`config.mk`:
```
export PLATFORM = sky130hd
export DESIGN_NAME = energy_word_endpoint_detector_flat
export DESIGN_NICKNAME = d
export VERILOG_FILES = /design/src/sv/ewed_pkg.sv /design/src/sv/ewed_if.sv /design/src/sv/ewed_floor.sv /design/src/sv/ewed_seg.sv /design/src/sv/energy_word_endpoint_detector.sv /design/src/flat_wrapper.sv
export SDC_FILE = /design/constraint.sdc
export NUM_CORES = 2
export LEC_CHECK = 0
export BUFFER_PORTS_ARGS = -buffer_cell sky130_fd_sc_hd__buf_2
export CORE_MARGIN = 2
export CORE_UTILIZATION = 65
export DETAILED_ROUTE_END_ITERATION = 12
export GPL_ROUTABILITY_DRIVEN = 0
export GPL_TIMING_DRIVEN = 0
export PLACE_DENSITY_LB_ADDON = 0.2
export SLEW_MARGIN = 20
export SYNTH_ARGS = -nofsm -noshare
export SYNTH_HDL_FRONTEND = slang
export SYNTH_SLANG_ARGS = --single-unit
```
`constraint.sdc`:
```
create_clock -name clk_i -period 31.2 [get_ports clk_i]
set_clock_uncertainty 0.05 [all_clocks]
set_input_delay 0 -clock clk_i [delete_from_list [all_inputs] [get_ports clk_i]]
set_output_delay 0 -clock clk_i [all_outputs]
set_load 0.05 [all_outputs]
```
`src/sv/ewed_pkg.sv`:
```
`timescale 1ns / 1ps

package ewed_pkg;

  localparam int ENERGY_W  = 48;
  localparam int RATE_W    = 16;
  localparam int SHIFT_W   = 3;
  localparam int SILENCE_W = 8;
  localparam int MINW_W    = 7;
  localparam int SLOT_W    = 6;
  localparam int FRAMES_W  = 7;
  localparam int CFG_IDX_W = 3;
  localparam int CFG_DATA_W = ENERGY_W;

  typedef enum logic [CFG_IDX_W-1:0] {
    CFG_NOISE_RATE   = 3'd0,
    CFG_GATE_SHIFT   = 3'd1,
    CFG_GATE_FLOOR   = 3'd2,
    CFG_SILENCE_END  = 3'd3,
    CFG_MIN_WORD     = 3'd4
  } cfg_idx_e;

  localparam logic [RATE_W-1:0]    NOISE_RATE_RST  = 16'd3277;
  localparam logic [SHIFT_W-1:0]   GATE_SHIFT_RST  = 3'd2;
  localparam logic [ENERGY_W-1:0]  GATE_FLOOR_RST  = 48'd7;
  localparam logic [SILENCE_W-1:0] SILENCE_END_RST = 8'd12;
  localparam logic [MINW_W-1:0]    MIN_WORD_RST    = 7'd8;

  typedef struct packed {
    logic [SILENCE_W-1:0] silence_end_frames;
    logic [MINW_W-1:0]    min_word_frames;
  } seg_cfg_t;

  typedef struct packed {
    logic                 is_speech;
    logic                 frame_stored;
    logic [SLOT_W-1:0]    slot_index;
    logic                 word_done;
    logic [FRAMES_W-1:0]  word_frames;
    logic                 word_accepted;
  } result_t;

endpackage

```
`src/sv/ewed_if.sv`:
```
`timescale 1ns / 1ps

interface ewed_in_if;
  logic                           valid;
  logic                           ready;
  logic [ewed_pkg::ENERGY_W-1:0]  frame_energy;

  modport source (output valid, output frame_energy, input ready);
  modport sink   (input valid, input frame_energy, output ready);
endinterface

interface ewed_out_if;
  logic                           valid;
  logic                           ready;
  logic                           is_speech;
  logic                           frame_stored;
  logic [ewed_pkg::SLOT_W-1:0]    slot_index;
  logic                           word_done;
  logic [ewed_pkg::FRAMES_W-1:0]  word_frames;
  logic                           word_accepted;

  modport source (output valid, output is_speech, output frame_stored, output slot_index,
                  output word_done, output word_frames, output word_accepted, input ready);
  modport sink   (input valid, input is_speech, input frame_stored, input slot_index,
                  input word_done, input word_frames, input word_accepted, output ready);
endinterface

```
`src/sv/ewed_floor.sv`:
```
`timescale 1ns / 1ps

module ewed_floor (
  input  logic                             clk_i,
  input  logic                             rst_ni,
  input  logic                             advance_i,
  input  logic [ewed_pkg::ENERGY_W-1:0]    energy_i,
  input  logic [ewed_pkg::RATE_W-1:0]      noise_rate_i,
  input  logic [ewed_pkg::SHIFT_W-1:0]     gate_shift_i,
  input  logic [ewed_pkg::ENERGY_W-1:0]    gate_floor_i,
  output logic                             speech_o
);

  localparam int EW   = ewed_pkg::ENERGY_W;
  localparam int RW   = ewed_pkg::RATE_W;
  localparam int SHW  = (1 << ewed_pkg::SHIFT_W) - 1;

  logic [EW-1:0]      floor_q, floor_d;
  logic [EW-1:0]      diff;
  logic [EW+RW-1:0]   prod;
  logic [EW+SHW-1:0]  shifted;
  logic [EW-1:0]      gate_sat, gate;

  // Take energy on a zero floor or a lower one, else step up by rate/65536.
  always_comb begin
    diff = energy_i - floor_q;
    prod = {{RW{1'b0}}, diff} * {{EW{1'b0}}, noise_rate_i};
    if ((floor_q == '0) || (energy_i < floor_q)) begin
      floor_d = energy_i;
    end else begin
      floor_d = floor_q + prod[EW+RW-1:RW];
    end
  end

  // Gate uses the updated floor, saturated at full scale, clamped from below.
  always_comb begin
    shifted  = {{SHW{1'b0}}, floor_d} << gate_shift_i;
    gate_sat = (shifted[EW+SHW-1:EW] != '0) ? '1 : shifted[EW-1:0];
    gate     = (gate_sat < gate_floor_i) ? gate_floor_i : gate_sat;
    speech_o = energy_i > gate;
  end

  always_ff @(posedge clk_i or negedge rst_ni) begin
    if (!rst_ni) begin
      floor_q <= '0;
    end else if (advance_i) begin
      floor_q <= floor_d;
    end
  end

endmodule

```
`src/sv/ewed_seg.sv`:
```
`timescale 1ns / 1ps

module ewed_seg #(
  parameter int MAX_FRAMES = 64
) (
  input  logic                 clk_i,
  input  logic                 rst_ni,
  input  logic                 advance_i,
  input  logic                 speech_i,
  input  ewed_pkg::seg_cfg_t   cfg_i,
  output ewed_pkg::result_t    result_o
);

  localparam int LEN_W = $clog2(MAX_FRAMES + 1);
  localparam int CW    = (LEN_W > ewed_pkg::FRAMES_W) ? LEN_W : ewed_pkg::FRAMES_W;
  localparam int QW    = ewed_pkg::SILENCE_W;

  logic             in_word_q, in_word_d;
  logic [LEN_W-1:0] len_q, len_d;
  logic [QW-1:0]    quiet_q, quiet_d;

  logic             active, stored, done;
  logic [LEN_W-1:0] len_cur, len_nxt;
  logic [QW-1:0]    quiet_cur, quiet_nxt;
  logic [CW-1:0]    len_cur_x, len_nxt_x;

  always_comb begin
    active    = in_word_q | speech_i;
    len_cur   = in_word_q ? len_q : '0;
    quiet_cur = in_word_q ? quiet_q : '0;

    if (speech_i) begin
      quiet_nxt = '0;
    end else if (quiet_cur != '1) begin
      quiet_nxt = quiet_cur + 1'b1;
    end else begin
      quiet_nxt = quiet_cur;
    end

    stored  = len_cur < LEN_W'(MAX_FRAMES);
    len_nxt = stored ? len_cur + 1'b1 : len_cur;
    done    = (len_nxt >= LEN_W'(MAX_FRAMES)) || (quiet_nxt >= cfg_i.silence_end_frames);

    len_cur_x = CW'(len_cur);
    len_nxt_x = CW'(len_nxt);

    result_o.is_speech     = speech_i;
    result_o.frame_stored  = active & stored;
    result_o.slot_index    = (active & stored) ? len_cur_x[ewed_pkg::SLOT_W-1:0] : '0;
    result_o.word_done     = active & done;
    result_o.word_frames   = (active & done) ? len_nxt_x[ewed_pkg::FRAMES_W-1:0] : '0;
    result_o.word_accepted = active & done & (len_nxt_x >= CW'(cfg_i.min_word_frames));

    // Frames outside a word with no speech leave the word state alone.
    in_word_d = in_word_q;
    len_d     = len_q;
    quiet_d   = quiet_q;
    if (active) begin
      in_word_d = ~done;
      len_d     = done ? '0 : len_nxt;
      quiet_d   = done ? '0 : quiet_nxt;
    end
  end

  always_ff @(posedge clk_i or negedge rst_ni) begin
    if (!rst_ni) begin
      in_word_q <= 1'b0;
      len_q     <= '0;
      quiet_q   <= '0;
    end else if (advance_i) begin
      in_word_q <= in_word_d;
      len_q     <= len_d;
      quiet_q   <= quiet_d;
    end
  end

endmodule

```
`src/sv/energy_word_endpoint_detector.sv`:
```
`timescale 1ns / 1ps
// Pipeline: a frame taken into the input register passes through one pass of
// floor, gate and word logic into the output register.
// Throughput: one frame per cycle while the output register is free or drained, set
// by the single floor and word register update; a waiting result stalls the input.
// Reset (rst_ni, async, active low): floor, word state and valid flags clear, config registers take defaults.

module energy_word_endpoint_detector #(
  parameter int MAX_FRAMES = 64
) (
  input  logic                               clk_i,
  input  logic                               rst_ni,
  ewed_in_if.sink                            in_i,
  ewed_out_if.source                         out_o,
  input  logic                               cfg_we_i,
  input  logic [ewed_pkg::CFG_IDX_W-1:0]     cfg_idx_i,
  input  logic [ewed_pkg::CFG_DATA_W-1:0]    cfg_data_i
);

  // Configuration registers.
  logic [ewed_pkg::RATE_W-1:0]    noise_rate_q;
  logic [ewed_pkg::SHIFT_W-1:0]   gate_shift_q;
  logic [ewed_pkg::ENERGY_W-1:0]  gate_floor_q;
  ewed_pkg::seg_cfg_t             seg_cfg_q;

  always_ff @(posedge clk_i or negedge rst_ni) begin
    if (!rst_ni) begin
      noise_rate_q                 <= ewed_pkg::NOISE_RATE_RST;
      gate_shift_q                 <= ewed_pkg::GATE_SHIFT_RST;
      gate_floor_q                 <= ewed_pkg::GATE_FLOOR_RST;
      seg_cfg_q.silence_end_frames <= ewed_pkg::SILENCE_END_RST;
      seg_cfg_q.min_word_frames    <= ewed_pkg::MIN_WORD_RST;
    end else if (cfg_we_i) begin
      case (ewed_pkg::cfg_idx_e'(cfg_idx_i))
        ewed_pkg::CFG_NOISE_RATE: begin
          noise_rate_q <= cfg_data_i[ewed_pkg::RATE_W-1:0];
        end
        ewed_pkg::CFG_GATE_SHIFT: begin
          gate_shift_q <= cfg_data_i[ewed_pkg::SHIFT_W-1:0];
        end
        ewed_pkg::CFG_GATE_FLOOR: begin
          gate_floor_q <= cfg_data_i[ewed_pkg::ENERGY_W-1:0];
        end
        ewed_pkg::CFG_SILENCE_END: begin
          seg_cfg_q.silence_end_frames <= cfg_data_i[ewed_pkg::SILENCE_W-1:0];
        end
        ewed_pkg::CFG_MIN_WORD: begin
          seg_cfg_q.min_word_frames <= cfg_data_i[ewed_pkg::MINW_W-1:0];
        end
        default: begin
          // Unmapped index: drop the write.
        end
      endcase
    end
  end

  // Input register: holds one frame until the processing pass can retire it.
  logic                           in_valid_q;
  logic [ewed_pkg::ENERGY_W-1:0]  energy_q;
  logic                           advance;
  logic                           out_valid_q;
  ewed_pkg::result_t              result, result_q;
  logic                           speech;

  // Advance when a frame waits and the output register is free or being drained.
  assign advance    = in_valid_q & (~out_valid_q | out_o.ready);
  assign in_i.ready = ~in_valid_q | advance;

  always_ff @(posedge clk_i or negedge rst_ni) begin
    if (!rst_ni) begin
      in_valid_q <= 1'b0;
    end else if (in_i.ready) begin
      in_valid_q <= in_i.valid;
    end
  end

  always_ff @(posedge clk_i) begin
    if (in_i.valid && in_i.ready) begin
      energy_q <= in_i.frame_energy;
    end
  end

  // Noise floor tracking and the speech gate.
  ewed_floor u_floor (
    .clk_i        (clk_i),
    .rst_ni       (rst_ni),
    .advance_i    (advance),
    .energy_i     (energy_q),
    .noise_rate_i (noise_rate_q),
    .gate_shift_i (gate_shift_q),
    .gate_floor_i (gate_floor_q),
    .speech_o     (speech)
  );

  // Word segmentation on the speech decision.
  ewed_seg #(
    .MAX_FRAMES (MAX_FRAMES)
  ) u_seg (
    .clk_i     (clk_i),
    .rst_ni    (rst_ni),
    .advance_i (advance),
    .speech_i  (speech),
    .cfg_i     (seg_cfg_q),
    .result_o  (result)
  );

  // Output register: hold a result until its transaction completes.
  always_ff @(posedge clk_i or negedge rst_ni) begin
    if (!rst_ni) begin
      out_valid_q <= 1'b0;
    end else if (advance) begin
      out_valid_q <= 1'b1;
    end else if (out_o.ready) begin
      out_valid_q <= 1'b0;
    end
  end

  always_ff @(posedge clk_i) begin
    if (advance) begin
      result_q <= result;
    end
  end

  assign out_o.valid         = out_valid_q;
  assign out_o.is_speech     = result_q.is_speech;
  assign out_o.frame_stored  = result_q.frame_stored;
  assign out_o.slot_index    = result_q.slot_index;
  assign out_o.word_done     = result_q.word_done;
  assign out_o.word_frames   = result_q.word_frames;
  assign out_o.word_accepted = result_q.word_accepted;

endmodule
```
`src/flat_wrapper.sv`:
```
// flat-port wrapper written by rule: the top's interface ports become plain ports
module energy_word_endpoint_detector_flat 
#(
  parameter int MAX_FRAMES = 64
)
  (clk_i, rst_ni, cfg_we_i, cfg_idx_i, cfg_data_i, in_i_valid, in_i_frame_energy, in_i_ready, out_o_valid, out_o_is_speech, out_o_frame_stored, out_o_slot_index, out_o_word_done, out_o_word_frames, out_o_word_accepted, out_o_ready);
  ewed_in_if in_i_i ();
  ewed_out_if out_o_i ();
  input  logic clk_i;
  input  logic rst_ni;
  input  logic cfg_we_i;
  input  logic [ewed_pkg::CFG_IDX_W-1:0] cfg_idx_i;
  input  logic [ewed_pkg::CFG_DATA_W-1:0] cfg_data_i;
  input wire logic [$bits(in_i_i.valid)-1:0] in_i_valid;
  input wire logic [$bits(in_i_i.frame_energy)-1:0] in_i_frame_energy;
  output wire logic [$bits(in_i_i.ready)-1:0] in_i_ready;
  output wire logic [$bits(out_o_i.valid)-1:0] out_o_valid;
  output wire logic [$bits(out_o_i.is_speech)-1:0] out_o_is_speech;
  output wire logic [$bits(out_o_i.frame_stored)-1:0] out_o_frame_stored;
  output wire logic [$bits(out_o_i.slot_index)-1:0] out_o_slot_index;
  output wire logic [$bits(out_o_i.word_done)-1:0] out_o_word_done;
  output wire logic [$bits(out_o_i.word_frames)-1:0] out_o_word_frames;
  output wire logic [$bits(out_o_i.word_accepted)-1:0] out_o_word_accepted;
  input wire logic [$bits(out_o_i.ready)-1:0] out_o_ready;
  assign in_i_i.valid = in_i_valid;
  assign in_i_i.frame_energy = in_i_frame_energy;
  assign in_i_ready = in_i_i.ready;
  assign out_o_valid = out_o_i.valid;
  assign out_o_is_speech = out_o_i.is_speech;
  assign out_o_frame_stored = out_o_i.frame_stored;
  assign out_o_slot_index = out_o_i.slot_index;
  assign out_o_word_done = out_o_i.word_done;
  assign out_o_word_frames = out_o_i.word_frames;
  assign out_o_word_accepted = out_o_i.word_accepted;
  assign out_o_i.ready = out_o_ready;
  energy_word_endpoint_detector #(.MAX_FRAMES(MAX_FRAMES)) u_core (.clk_i(clk_i), .rst_ni(rst_ni), .in_i(in_i_i), .out_o(out_o_i), .cfg_we_i(cfg_we_i), .cfg_idx_i(cfg_idx_i), .cfg_data_i(cfg_data_i));
endmodule
```
==> results.yml <==
run_status:
  status: "finished, violations left"
  violations: "negative hold slack"
routing:
  dr_total_vias: 38079
  wl_per_cell_um: 23.1
  drtIter0Drc: 4355
  drt-total-wl_um: 140000
  dr.pass1.iters: 6
  ant_nets: 0
  drc: 0
  viasPerCell: 6.26
cts:
  h-tree-depth: 1
  numCtsBuffers: 21
  ctsHoldBuffers: 105
  clk_pin_slew_ps: 70
  clk_latency_ps: 540
  cts_buffer_depth: 3
  numClockSinks: 213
  cts_setup_buffers: 0
  cts_tree: "built"
  cts_resized: 0
  cts_root_buf: "clkbuf_16"
synthesis:
  yosysSeqAreaShare_pct: 13.2
  syn_area_sq_um: 42900
  synth.area.top_cells: "fa_1 30%, ha_1 10%, dfrtp_1 7.8%, inv_1 7.0%, nand2_1 6.3%"
  yosysWarnings: 0
  synth_top_area_share_pct: 30.0
  synth_cell_type_count: 99
  ys_seq_elements: 213
  synth_edf_count: 65
  syn-num-nets: 6035
  async_reset_ff_share_pct: 69.5
  avgSynthCellArea_sq_um: 8.68
  yosysTopAreaCell: "fa_1"
  ys.flop_type: "dfrtp_1"
  synthCells: 4942
timing:
  slew_headroom_pct: 13.6
  whs_ps: -36.5
  worst_pin_slew_ps: 1290
  drv_slew: 0
  hold_violations: 11
  setup_viol: 0
  tns_ps: 0
  rsz0062_at_grt: "no"
  max_freq_mhz: 39.1
  min_period_ps: 25600
  period_share_pct: 82.0
floorplan:
  pin_count: 123
  die_h_um: 261
  dieArea_sq_um: 68100
  rows: 94
  die_w_um: 261
  core_sq_um: 65500
  initial_core_util_pct: 65.5
min_path:
  hold_path_class: "input port to async pin"
layout:
  drive_gt1_share_pct: 6.74
  final_common_cell: "inv_1"
  post-route-util_pct: 71.1
  layout_common_cells: "802 x inv_1, 718 x nand2_1, 643 x fa_1, 346 x ha_1, 286 x and2_1"
  nNetsFinal: 6288
  area_growth_pct: 8.54
grt:
  grt_remaining_overflow: 0
  grt_usage_pct: 42.0
  first_global_vias: 39152
  grt_pass1_wl_um: 218000
  grt_max_degree: 78
  antenna_found_initial: 6
critical_path:
  cp_max_fo: 10
  endpoint_kind: "flop"
  path_class: "flop to flop"
  crit_path_top_delay_cell: "nor3_1"
  cp_slowest_stage_delay_ps: 820
  worstPathArrival_ps: 26010
  cpMostUsedCell: "a21o_1"
  startpoint_type: "flop"
  cp.required_ps: 31620
run:
  maxCapViolCount: 0
place:
  dp_hpwl_um: 111000
  placement.io_buffers: 122
## worst max-delay path: cells and delay by family (launching register included)
family | cells | cell delay [ps]
buffers and inverters | 10 | 2450
XOR/XNOR | 3 | 1210
AO/OA/AOI/OAI | 39 | 9930
AND/OR/NAND/NOR | 24 | 6210
adder cells (fa/ha/maj) | 12 | 5150
flip-flops | 1 | 460
## layer usage
| metal | track usage (%) | vias up | wire (um) |
|---|---|---|---|
| met5 | 0 | - | 64 |
| met4 | 25.6 | 6 | 10300 |
| met3 | 11.3 | 573 | 16700 |
| met2 | 64.4 | 2515 | 61500 |
| met1 | 53.5 | 18456 | 51700 |
| li1 | - | 16529 | - |
## final timing paths
path                                                 from                      end  slack [ps]  cells past startpoint
max in group asynchronous                          rst_ni   u_core.noise_rate_q[0]       30270                      3
min in group clk_i                  in_i_frame_energy[12]      u_core.energy_q[12]         120                      2
worst min-delay path                               rst_ni  u_core.gate_floor_q[42]         -40                      2
worst max register to register  u_core.u_floor.floor_q[1]  u_core.u_seg.quiet_q[0]        5600                     88
worst max-delay path            u_core.u_floor.floor_q[1]  u_core.u_seg.quiet_q[0]        5600                     88
worst min register to register       u_core.seg_cfg_q[14]     u_core.seg_cfg_q[14]         460                      1
## cells in the mapped netlist (65+ instances only)
library cell,n
nand3_1,70
xnor2_1,85
o21ai_0,212
inv_1,802
a21oi_1,206
clkbuf_1,211
dfrtp_1,134
nand2_1,718
edfxtp_1,65
mux2i_1,99
a21o_1,107
and2_1,287
nor2_1,162
ha_1,346
fa_1,643
nand2b_1,70
## final cells by class
class / count / area, sq um
Antenna cell: 5 / 12.5
Inverter: 806 / 3030
Tap cell: 864 / 1080
Multi-Input combinational cell: 3675 / 33300
Buffer: 248 / 1040
Fill cell: 5026 / 18900
Clock inverter: 8 / 126
Clock buffer: 30 / 622
Timing Repair Buffer: 230 / 1750
Sequential cell: 213 / 5670
## registers in the layout (all words and copies together) (netlist names), 3 cells and up
name	count
u_core.out_o.slot_index	6
u_core.u_seg.quiet_q	8
u_core.u_floor.floor_q	48
u_core.gate_floor_q	48
u_core.gate_shift_q	3
u_core.u_seg.len_q	7
u_core.seg_cfg_q	15
u_core.noise_rate_q	16
u_core.out_o.word_frames	7
u_core.energy_q	48
## logic make-up after synthesis
kind of cell / after synthesis / synth area share, %
flops: 213 / 13.2
compound gates: 818 / 12.7
xor+xnor: 127 / 2.59
simple gates: 1591 / 18.0
fa+ha+maj: 989 / 40.1
buf+inv: 1054 / 9.46
mux: 150 / 3.96
## metrics by stage
step	std cells	hold slack (ps)	setup WS [ps]	area, sq um
floorplan	4942	-346	11710	42900
global placement	5928	126	6790	44600
detailed placement	5931	-30.7	6500	44700
CTS	6074	12.2	6340	46500
global route	6076	24.0	4770	46600
finish	6079	-36.5	5600	46600
Power is not shown: default switching activity piles up to over one toggle a cycle in this logic, so the estimate is an artifact.
